**config.mk**
```make
export PLATFORM = sky130hd
export DESIGN_NAME = chip8_instruction_execute_core
export DESIGN_NICKNAME = d
export VERILOG_FILES = /design/src/rtl/core/c8ex_pkg.sv /design/src/rtl/core/c8ex_ram.sv /design/src/rtl/core/chip8_instruction_execute_core.sv
export SDC_FILE = /design/constraint.sdc
export NUM_CORES = 1
export LEC_CHECK = 0
export CAP_MARGIN = 20
export CORE_ASPECT_RATIO = 0.7
export CORE_UTILIZATION = 39
export DETAILED_ROUTE_END_ITERATION = 8
export DONT_BUFFER_PORTS = 1
export GPL_TIMING_DRIVEN = 0
export HOLD_SLACK_MARGIN = 0.02
export PLACE_DENSITY = 0.56
export SLEW_MARGIN = 10
export SYNTH_ARGS = -nofsm -noshare
export SYNTH_HDL_FRONTEND = slang
export SYNTH_SLANG_ARGS = --single-unit
```
**constraint.sdc**
```tcl
create_clock -name clk -period 5.8 [get_ports clk]
set_input_delay 0.87 -clock clk [delete_from_list [all_inputs] [get_ports clk]]
set_output_delay 0.87 -clock clk [all_outputs]
set_load 0.02 [all_outputs]
```
**src/rtl/core/c8ex_pkg.sv**
```systemverilog
`timescale 1ns / 1ps
package c8ex_pkg;

  localparam int unsigned StackDepthDef = 16;
  localparam logic [11:0] StartAddrRst = 12'h200;
  localparam logic [11:0] PcStep = 12'd2;
  localparam logic [15:0] InstrRet = 16'h00EE;
  localparam logic [15:0] InstrCls = 16'h00E0;

  typedef enum logic [1:0] {
    ST_OK    = 2'd0,
    ST_OVER  = 2'd1,
    ST_UNDER = 2'd2,
    ST_UNSUP = 2'd3
  } status_t;

  typedef enum logic {
    OP_EXEC = 1'b0,
    OP_TICK = 1'b1
  } op_t;

endpackage

```
**src/rtl/core/c8ex_ram.sv**
```systemverilog
`timescale 1ns / 1ps
module c8ex_ram #(
  parameter int unsigned WIDTH = 8,
  parameter int unsigned DEPTH = 16
) (
  input  logic                     clk,
  input  logic                     we,
  input  logic [$clog2(DEPTH)-1:0] waddr,
  input  logic [WIDTH-1:0]         wdata,
  input  logic [$clog2(DEPTH)-1:0] raddr,
  output logic [WIDTH-1:0]         rdata
);

  logic [WIDTH-1:0] mem [DEPTH];

  always_ff @(posedge clk) begin
    if (we) begin
      mem[waddr] <= wdata;
    end
    rdata <= mem[raddr];
  end

endmodule

```
**src/rtl/core/chip8_instruction_execute_core.sv**
```systemverilog
`timescale 1ns / 1ps
// chip-8 instruction execute core
// input channel: in_valid/in_stall carry one request, either an instruction
// (in_op = 0) with its random byte and key mask, or a 60 Hz timer tick
// (in_op = 1). output channel: out_valid/out_stall carry one result per
// request: pc, index, register write report, vf, delay timer, sound flag
// and status.
// cfg_we/cfg_wdata write the start value; reset restores it to 0x200 and
// loads the pc from that reset value, so a write never reaches the pc.
// a request accepted into the stage register gives its result valid in the
// output register (the stage register holds it while the register file reads,
// execute writes the output register). throughput: one request per cycle while
// the output is not stalled; the stage register and the output register let a
// new request enter while a finished result waits. general registers sit in a
// register file with three registered read copies; writes landing at the read
// edge are forwarded, so back-to-back dependent instructions run at full rate.
// the return stack is a separate ram, read by the depth count ahead of time.
// reset clears registers, timers, index, stack depth and loads the pc.
// while out_stall is high a valid result holds and the pipeline stops; in_stall
// rises only when both stages are full.
module chip8_instruction_execute_core
  import c8ex_pkg::*;
#(
  parameter int unsigned STACK_DEPTH = StackDepthDef
) (
  input  logic        clk,
  input  logic        rst_n,
  input  logic        cfg_we,
  input  logic [11:0] cfg_wdata,
  input  logic        in_valid,
  output logic        in_stall,
  input  logic        in_op,
  input  logic [15:0] in_instr_word,
  input  logic [7:0]  in_random_byte,
  input  logic [15:0] in_key_down_mask,
  output logic        out_valid,
  input  logic        out_stall,
  output logic [11:0] out_next_pc,
  output logic [15:0] out_index_value,
  output logic        out_reg_written,
  output logic [3:0]  out_reg_number,
  output logic [7:0]  out_reg_value,
  output logic [7:0]  out_flag_value,
  output logic [7:0]  out_delay_value,
  output logic        out_sound_on,
  output logic [1:0]  out_status
);

  localparam int unsigned SAW = $clog2(STACK_DEPTH);
  localparam int unsigned SDW = $clog2(STACK_DEPTH + 1);
  localparam logic [SDW-1:0] SdFull = SDW'(STACK_DEPTH);

  // architectural state held in flops
  logic [11:0]    start_r;
  logic [11:0]    pc_r, pc_nxt;
  logic [15:0]    idx_r, idx_nxt;
  logic [SDW-1:0] sd_r, sd_nxt;
  logic [7:0]     dt_r, dt_nxt, st_r, st_nxt;
  logic [7:0]     vf_r, vf_nxt;

  // stage 1: request held while register file reads
  logic        s1_v_r;
  logic        s1_op_r;
  logic [15:0] s1_w_r;
  logic [7:0]  s1_rnd_r;
  logic [15:0] s1_key_r;
  logic        adv;
  logic        s1_ld;

  // register file write port (from execute)
  logic       rf_we;
  logic [3:0] rf_wa;
  logic [7:0] rf_wd;
  // forwarding of writes during the read cycle
  logic       fw_v_r;
  logic [3:0] fw_a_r;
  logic [7:0] fw_d_r;
  logic       fwf_v_r;
  logic [7:0] fwf_d_r;
  // written marks, so registers never written since reset read as zero
  logic [15:0] rv_r;
  logic        rvx_r, rvy_r, rv0_r;

  logic [7:0] rx_q, ry_q, r0_q;
  logic [7:0] vx, vy, v0;
  logic [11:0] stk_q;

  assign adv = !(out_valid && out_stall);
  assign in_stall = !adv && s1_v_r;
  // an empty stage takes a request even while the result waits
  assign s1_ld = adv || !s1_v_r;

  logic [3:0] rd_x, rd_y;
  logic [3:0] rf_ra_x, rf_ra_y;
  assign rd_x = in_instr_word[11:8];
  assign rd_y = in_instr_word[7:4];
  assign rf_ra_x = s1_ld ? rd_x : s1_w_r[11:8];
  assign rf_ra_y = s1_ld ? rd_y : s1_w_r[7:4];

  // three read copies of the register file, same write port
  c8ex_ram #(.WIDTH(8), .DEPTH(16)) u_rf_x (
    .clk, .we(rf_we), .waddr(rf_wa), .wdata(rf_wd),
    .raddr(rf_ra_x), .rdata(rx_q));
  c8ex_ram #(.WIDTH(8), .DEPTH(16)) u_rf_y (
    .clk, .we(rf_we), .waddr(rf_wa), .wdata(rf_wd),
    .raddr(rf_ra_y), .rdata(ry_q));
  c8ex_ram #(.WIDTH(8), .DEPTH(16)) u_rf_0 (
    .clk, .we(rf_we), .waddr(rf_wa), .wdata(rf_wd),
    .raddr(4'd0), .rdata(r0_q));

  // forward what execute wrote in the cycle the read happened
  function automatic logic [7:0] fwd(input logic [3:0] a, input logic [7:0] q,
                                     input logic v, input logic [3:0] fa,
                                     input logic [7:0] fd, input logic fv,
                                     input logic [7:0] ff);
    logic [7:0] r;
    r = q;
    if (v && fa == a) r = fd;
    if (fv && a == 4'hF) r = ff;
    return r;
  endfunction

  // flag reg VF is kept in a flop too, so register reads of VF use vf_r
  assign vx = (s1_w_r[11:8] == 4'hF) ? vf_r :
              fwd(s1_w_r[11:8], rvx_r ? rx_q : 8'd0,
                  fw_v_r, fw_a_r, fw_d_r, fwf_v_r, fwf_d_r);
  assign vy = (s1_w_r[7:4] == 4'hF) ? vf_r :
              fwd(s1_w_r[7:4], rvy_r ? ry_q : 8'd0,
                  fw_v_r, fw_a_r, fw_d_r, fwf_v_r, fwf_d_r);
  assign v0 = fwd(4'd0, rv0_r ? r0_q : 8'd0,
                  fw_v_r, fw_a_r, fw_d_r, fwf_v_r, fwf_d_r);

  // stack ram: read address follows the live depth
  logic            stk_we;
  logic [SAW-1:0]  stk_wa;
  logic [SAW-1:0]  stk_ra;
  logic [11:0]     stk_wd;
  logic            stkf_v_r;
  logic [11:0]     stkf_d_r;
  logic [11:0]     stk_top;

  assign stk_ra = SAW'(sd_nxt - SDW'(1));
  c8ex_ram #(.WIDTH(12), .DEPTH(STACK_DEPTH)) u_stack (
    .clk, .we(stk_we), .waddr(stk_wa), .wdata(stk_wd),
    .raddr(stk_ra), .rdata(stk_q));
  assign stk_top = stkf_v_r ? stkf_d_r : stk_q;

  // execute
  logic        ex_go;
  logic [3:0]  hi, x, n;
  logic [7:0]  kk;
  logic [11:0] nnn, pc2, pc4;
  logic        wr, hf, skip;
  logic [7:0]  res, flg;
  logic [8:0]  sum;
  status_t     stat;

  assign ex_go = s1_v_r && adv;
  assign hi  = s1_w_r[15:12];
  assign x   = s1_w_r[11:8];
  assign n   = s1_w_r[3:0];
  assign kk  = s1_w_r[7:0];
  assign nnn = s1_w_r[11:0];
  assign pc2 = pc_r + PcStep;
  assign pc4 = pc_r + PcStep + PcStep;

  always_comb begin
    wr = 1'b0; hf = 1'b0; skip = 1'b0;
    res = '0; flg = '0; sum = '0;
    stat = ST_OK;
    pc_nxt = pc_r; idx_nxt = idx_r; sd_nxt = sd_r;
    dt_nxt = dt_r; st_nxt = st_r;
    stk_we = 1'b0; stk_wa = SAW'(sd_r); stk_wd = pc2;
    if (ex_go) begin
      if (s1_op_r == OP_TICK) begin
        if (dt_r != 8'd0) dt_nxt = dt_r - 8'd1;
        if (st_r != 8'd0) st_nxt = st_r - 8'd1;
      end else begin
        pc_nxt = pc2;
        case (hi)
          4'h0: begin
            if (s1_w_r == InstrRet) begin
              if (sd_r == '0) stat = ST_UNDER;
              else begin
                sd_nxt = sd_r - SDW'(1);
                pc_nxt = stk_top;
              end
            end else if (s1_w_r == InstrCls) stat = ST_UNSUP;
          end
          4'h1: pc_nxt = nnn;
          4'h2: begin
            if (sd_r >= SdFull) stat = ST_OVER;
            else begin
              stk_we = 1'b1;
              sd_nxt = sd_r + SDW'(1);
              pc_nxt = nnn;
            end
          end
          4'h3: skip = (vx == kk);
          4'h4: skip = (vx != kk);
          4'h5: if (n != 4'd0) stat = ST_UNSUP; else skip = (vx == vy);
          4'h6: begin wr = 1'b1; res = kk; end
          4'h7: begin wr = 1'b1; res = vx + kk; end
          4'h8: begin
            case (n)
              4'h0: begin wr = 1'b1; res = vy; end
              4'h1: begin wr = 1'b1; res = vx | vy; end
              4'h2: begin wr = 1'b1; res = vx & vy; end
              4'h3: begin wr = 1'b1; res = vx ^ vy; end
              4'h4: begin
                sum = {1'b0, vx} + {1'b0, vy};
                wr = 1'b1; res = sum[7:0]; hf = 1'b1; flg = {7'd0, sum[8]};
              end
              4'h5: begin
                wr = 1'b1; res = vx - vy; hf = 1'b1; flg = {7'd0, vx >= vy};
              end
              4'h6: begin
                wr = 1'b1; res = {1'b0, vx[7:1]}; hf = 1'b1; flg = {7'd0, vx[0]};
              end
              4'h7: begin
                wr = 1'b1; res = vy - vx; hf = 1'b1; flg = {7'd0, vy >= vx};
              end
              4'hE: begin
                wr = 1'b1; res = {vx[6:0], 1'b0}; hf = 1'b1; flg = {7'd0, vx[7]};
              end
              default: stat = ST_UNSUP;
            endcase
          end
          4'h9: if (n != 4'd0) stat = ST_UNSUP; else skip = (vx != vy);
          4'hA: idx_nxt = {4'd0, nnn};
          4'hB: pc_nxt = nnn + {4'd0, v0};
          4'hC: begin wr = 1'b1; res = s1_rnd_r & kk; end
          4'hD: stat = ST_UNSUP;
          4'hE: begin
            if (kk == 8'h9E) skip = (vx[7:4] == 4'd0) && s1_key_r[vx[3:0]];
            else if (kk == 8'hA1) skip = !((vx[7:4] == 4'd0) && s1_key_r[vx[3:0]]);
            else stat = ST_UNSUP;
          end
          default: begin
            case (kk)
              8'h07: begin wr = 1'b1; res = dt_r; end
              8'h15: dt_nxt = vx;
              8'h18: st_nxt = vx;
              8'h1E: idx_nxt = idx_r + {8'd0, vx};
              default: stat = ST_UNSUP;
            endcase
          end
        endcase
        if (skip) pc_nxt = pc4;
      end
    end
  end

  // final register writes: flag after result
  always_comb begin
    vf_nxt = vf_r;
    if (ex_go && wr && x == 4'hF) vf_nxt = res;
    if (ex_go && hf) vf_nxt = flg;
  end

  assign rf_we = ex_go && wr;
  assign rf_wa = x;
  assign rf_wd = res;

  always_ff @(posedge clk) begin
    if (!rst_n) begin
      start_r <= StartAddrRst;
      pc_r <= StartAddrRst;
      idx_r <= '0; sd_r <= '0; dt_r <= '0; st_r <= '0; vf_r <= '0;
      s1_v_r <= 1'b0; out_valid <= 1'b0;
      fw_v_r <= 1'b0; fwf_v_r <= 1'b0; stkf_v_r <= 1'b0;
      rv_r <= '0;
    end else begin
      if (cfg_we) start_r <= cfg_wdata;
      pc_r <= pc_nxt; idx_r <= idx_nxt; sd_r <= sd_nxt;
      dt_r <= dt_nxt; st_r <= st_nxt; vf_r <= vf_nxt;
      if (rf_we) rv_r[rf_wa] <= 1'b1;
      // forwarding tracks writes landing while a read is outstanding
      fw_v_r <= rf_we;
      fwf_v_r <= ex_go && (hf || (wr && x == 4'hF));
      stkf_v_r <= stk_we && (stk_wa == stk_ra);
      if (s1_ld) s1_v_r <= in_valid;
      if (adv) out_valid <= s1_v_r;
    end
  end

  // reset restores the start value, so it never reaches the pc
  logic unused_start;
  assign unused_start = ^start_r;

  always_ff @(posedge clk) begin
    fw_a_r <= rf_wa; fw_d_r <= rf_wd; fwf_d_r <= vf_nxt; stkf_d_r <= stk_wd;
    rvx_r <= rv_r[rf_ra_x]; rvy_r <= rv_r[rf_ra_y]; rv0_r <= rv_r[0];
    if (s1_ld) begin
      s1_op_r <= in_op; s1_w_r <= in_instr_word;
      s1_rnd_r <= in_random_byte; s1_key_r <= in_key_down_mask;
    end
    if (ex_go) begin
      out_next_pc <= pc_nxt;
      out_index_value <= idx_nxt;
      out_reg_written <= wr;
      out_reg_number <= wr ? x : 4'd0;
      out_reg_value <= !wr ? 8'd0 : (x == 4'hF) ? vf_nxt : res;
      out_flag_value <= vf_nxt;
      out_delay_value <= dt_nxt;
      out_sound_on <= st_nxt != 8'd0;
      out_status <= stat;
    end
  end

endmodule

```
==> results.cfg <==
[synth]
ys_ff_latch = 561
netlist.area_leader.share_pct = 46.39
syn-cell-area_mm2 = 0.02725
synth.largest_area_cell = edfxtp_1
yosys_warnings = 0
synthCells = 2187
ys_types = 90
syn-num-nets = 2314
synthArstFlopShare_pct = 0
ys.flop_type = edfxtp_1
yosysMostFrequentCell = edfxtp_1
avgSynthCellArea_um2 = 12.46
ys_seq_area_share_pct = 56.68
synth_area_leaders = edfxtp_1, dfxtp_1, mux4_2, ha_1, nor2_1
synth_edf_count = 421
yosys-top-cells-count = edfxtp_1, nor2_1, a21oi_1

[cells_and_area]
fin_area_mm2 = 0.03075
stdcell_count = 3224
drive_gt1_share_pct = 14.27
area_delta_synth_final_pct = 12.83
fin_nets = 2398

[grt]
gr-total-overflow = 0
grt_pass1_wl_mm = 126.2
grt_pass1_vias = 18520
grt_usage_pct = 24.20
grt_max_degree = 51
antenna_found_initial = 8

[placement]
placed_area_mm2 = 0.02876
pre_cts_ws_ns = -0.7506
hpwl_mm = 63.59
port_buffers = 0
dp_cells = 3116
gp_congestion = 0.9311

[setup_path]
ff2ff_path_depth = 16
ff2ff_setup_slack_ns = 0.16
path_class = reg2reg
reg2reg_to = out_flag_value[3]
crit_fanout = 10
cp.required_ns = 6.16
endpoint_kind = flop
crit_path_start_kind = flop
timing.rr.start = s1_w_r[5]
crit_arrival_ns = 6.00

[sta]
slew_headroom_pct = 22.89
finalSetupTns_ns = 0
timing.final.crit_share_pct = 97.18
setup_ws_ns = 0.1634
hold_viol = 0
timing.final.max_slew_violations = 0
hold_ws_ns = 0.3125
skew_ns = 0.03915
tightest_slew_ns = 1.157
setup_viol = 0
min_period_ns = 5.637
max_freq_mhz = 177.4

[clock_network]
cts_max_level = 2
cts_buffers = 56
cts_root_buf = clkbuf_16
clk_path_buf_depth = 3
clkTransAtPathRegs_ns = 0.06
post-cts-setup-buffers = 0
clock-sinks = 561
cts_tree = done
clk_latency_ns = 0.65

[outcome]
status = completed

[pwr]
netSwitchingPower_uw = 2292
leakage_uw = 0.01063
combPwrFrac_pct = 9.6
vdd_drop_max_uv = 219.8
p_clk_share_pct = 41.2
switching_share_pct = 25.34
powerDensity_mw_per_mm2 = 294.2
internal-power_uw = 6755
p_seq_share_pct = 49.2

[worst_hold_path]
holdCritPathClass = in2reg
min_to = s1_key_r[6]
hold_depth = 0
hp-start = in_key_down_mask[6]

[die]
fp-row-count = 80
dieHeight_um = 223.2
core_mm2 = 0.06857
die_w_um = 317.9
start_util_pct = 39.74
ios = 120
dieArea_mm2 = 0.07095

[route]
vias = 19370
drtIter0Drc = 2345
via_per_inst = 6.007
ant_nets = 0
wl_mm = 87.30
wl_per_cell_um = 27.08
drtPass1Iterations = 6
drc = 0

[job]
maxCapViolations = 0
-- how the worst max path moves through the flow --
stage,startpoint,to,slack [ns],cells after the start
after floorplan,out_stall,u_rf_x.rdata[6],0.64,8
after global placement,s1_w_r[5],out_flag_value[7],-1.86,18
after detailed placement,s1_w_r[5],out_reg_value[5],-0.75,17
after CTS,s1_w_r[6],out_next_pc[10],0.02,17
after global routing,s1_w_r[15],u_stack.rdata[7],-0.02,14
final,s1_w_r[5],out_flag_value[3],0.16,16
-- placed cells by master (no fill, tap or decap), types with 10 or more instances in the layout --
cell	netlist	layout
edfxtp_1	421	421
nor2_1	215	207
dfxtp_1	140	140
nand2_1	137	137
a21oi_1	141	137
mux4_2	121	121
o21ai_0	103	97
clkbuf_1	88	84
inv_1	75	75
ha_1	66	66
mux2i_1	68	63
clkbuf_16	0	58
nand3_1	52	51
nor2b_1	48	48
a211oi_1	48	48
and2_1	46	46
nor3_1	40	38
xnor2_1	29	24
xor2_1	22	22
buf_2	14	19
nand2b_1	17	17
and3_1	16	15
o22ai_1	16	15
a31oi_1	14	14
buf_4	4	14
clkinv_2	0	12
a22oi_1	11	11
a221oi_1	12	11
buf_6	2	11
nor4_1	11	10
o211ai_1	10	10
or3_1	10	10
a221o_1	10	10
o31ai_1	10	10
-- power groups by stage --
stage	Combinational (uW)	Clock (uW)	Sequential [uW]
after CTS	846	3800	4450
after floorplan	555	0	4510
after global placement	826	0	4540
final	866	3730	4450
after global routing	931	3940	4460
after detailed placement	841	0	4540
-- cell families (layout without fill, tap and decap cells) --
| group | Yosys count | in the layout | share of synthesized area [%] |
|---|---|---|---|
| and+or+nand+nor | 635 | 635 | 11.16 |
| DFF | 561 | 561 | 56.68 |
| buffers and inverters | 193 | 325 | 2.833 |
| xor gates and xnor gates | 52 | 52 | 1.740 |
| other | 0 | 3 | 0 |
| AOI/OAI and AO/OA | 484 | 484 | 11.68 |
| adders and majority gates | 70 | 70 | 3.288 |
| muxes | 192 | 192 | 12.62 |
-- layer usage --
layer / track usage, % / wire length (um) / share of wire [%] / vias up
met1: 36.98 / 40940 / 47 / 9813
met5: 0 / 66 / 0.076 / -
li1: - / - / - / 8519
met2: 34.06 / 35940 / 41 / 916
met3: 6.572 / 8881 / 10 / 112
met4: 4.886 / 1470 / 1.7 / 8
-- what timing repair did --
| item | 4_1_cts | 5_1_grt |
|---|---|---|
| endpoints found under the setup margin | 137 | 89 |
| hold buffers | 0 | 0 |
| gates resized for setup | 14 | 22 |
| cloned | 0 | 0 |
| endpoints found under the hold margin | 0 | 0 |
| pin swaps | 0 | 0 |
-- through the flow --
step | total power, uW | utilization (%)
6_report | 9047 | 44.84
5_1_grt | 9325 | 44.83
4_1_cts | 9092 | 44.77
3_5_place_dp | 5378 | 41.94
3_3_place_gp | 5365 | 41.39
2_1_floorplan | 5069 | -
-- area by class of cell --
type / count / area [um2]
Buffer: 115 / 499.2
Multi-Input combinational cell: 1433 / 11170
Inverter: 77 / 289.0
Tap cell: 902 / 1129
Clock inverter: 34 / 356.6
Sequential cell: 561 / 15440
Timing Repair Buffer: 27 / 291.5
Clock buffer: 72 / 1555
Fill cell: 6174 / 37820
Antenna cell: 3 / 7.507
-- critical path: stages (launching register included) --
cell and delay (ns):
edfxtp_1 0.44, buf_2 0.28, xor2_1 0.21, nor3_2 0.37, and2_1 0.23, clkbuf_2 0.25, a21oi_1 0.12, o21ai_0 0.73
ha_1 0.36, clkbuf_1 0.42, a31oi_1 0.14, or4_1 0.54, a221o_1 0.31, a21oi_1 0.33, nor2_2 0.18, mux2_2 0.31
nor2b_1 0.13
-- registers in the layout (all words and copies together) (netlist names), 12 cells and up --
name	flops
s1_key_r	16
pc_r	12
stkf_d_r	12
rv_r	16
idx_r	16
u_stack.mem	192
out_index_value	16
u_rf_y.mem	128
u_stack.rdata	12
s1_w_r	16
out_next_pc	12
Note: power is estimated with default switching activity, not from simulation.
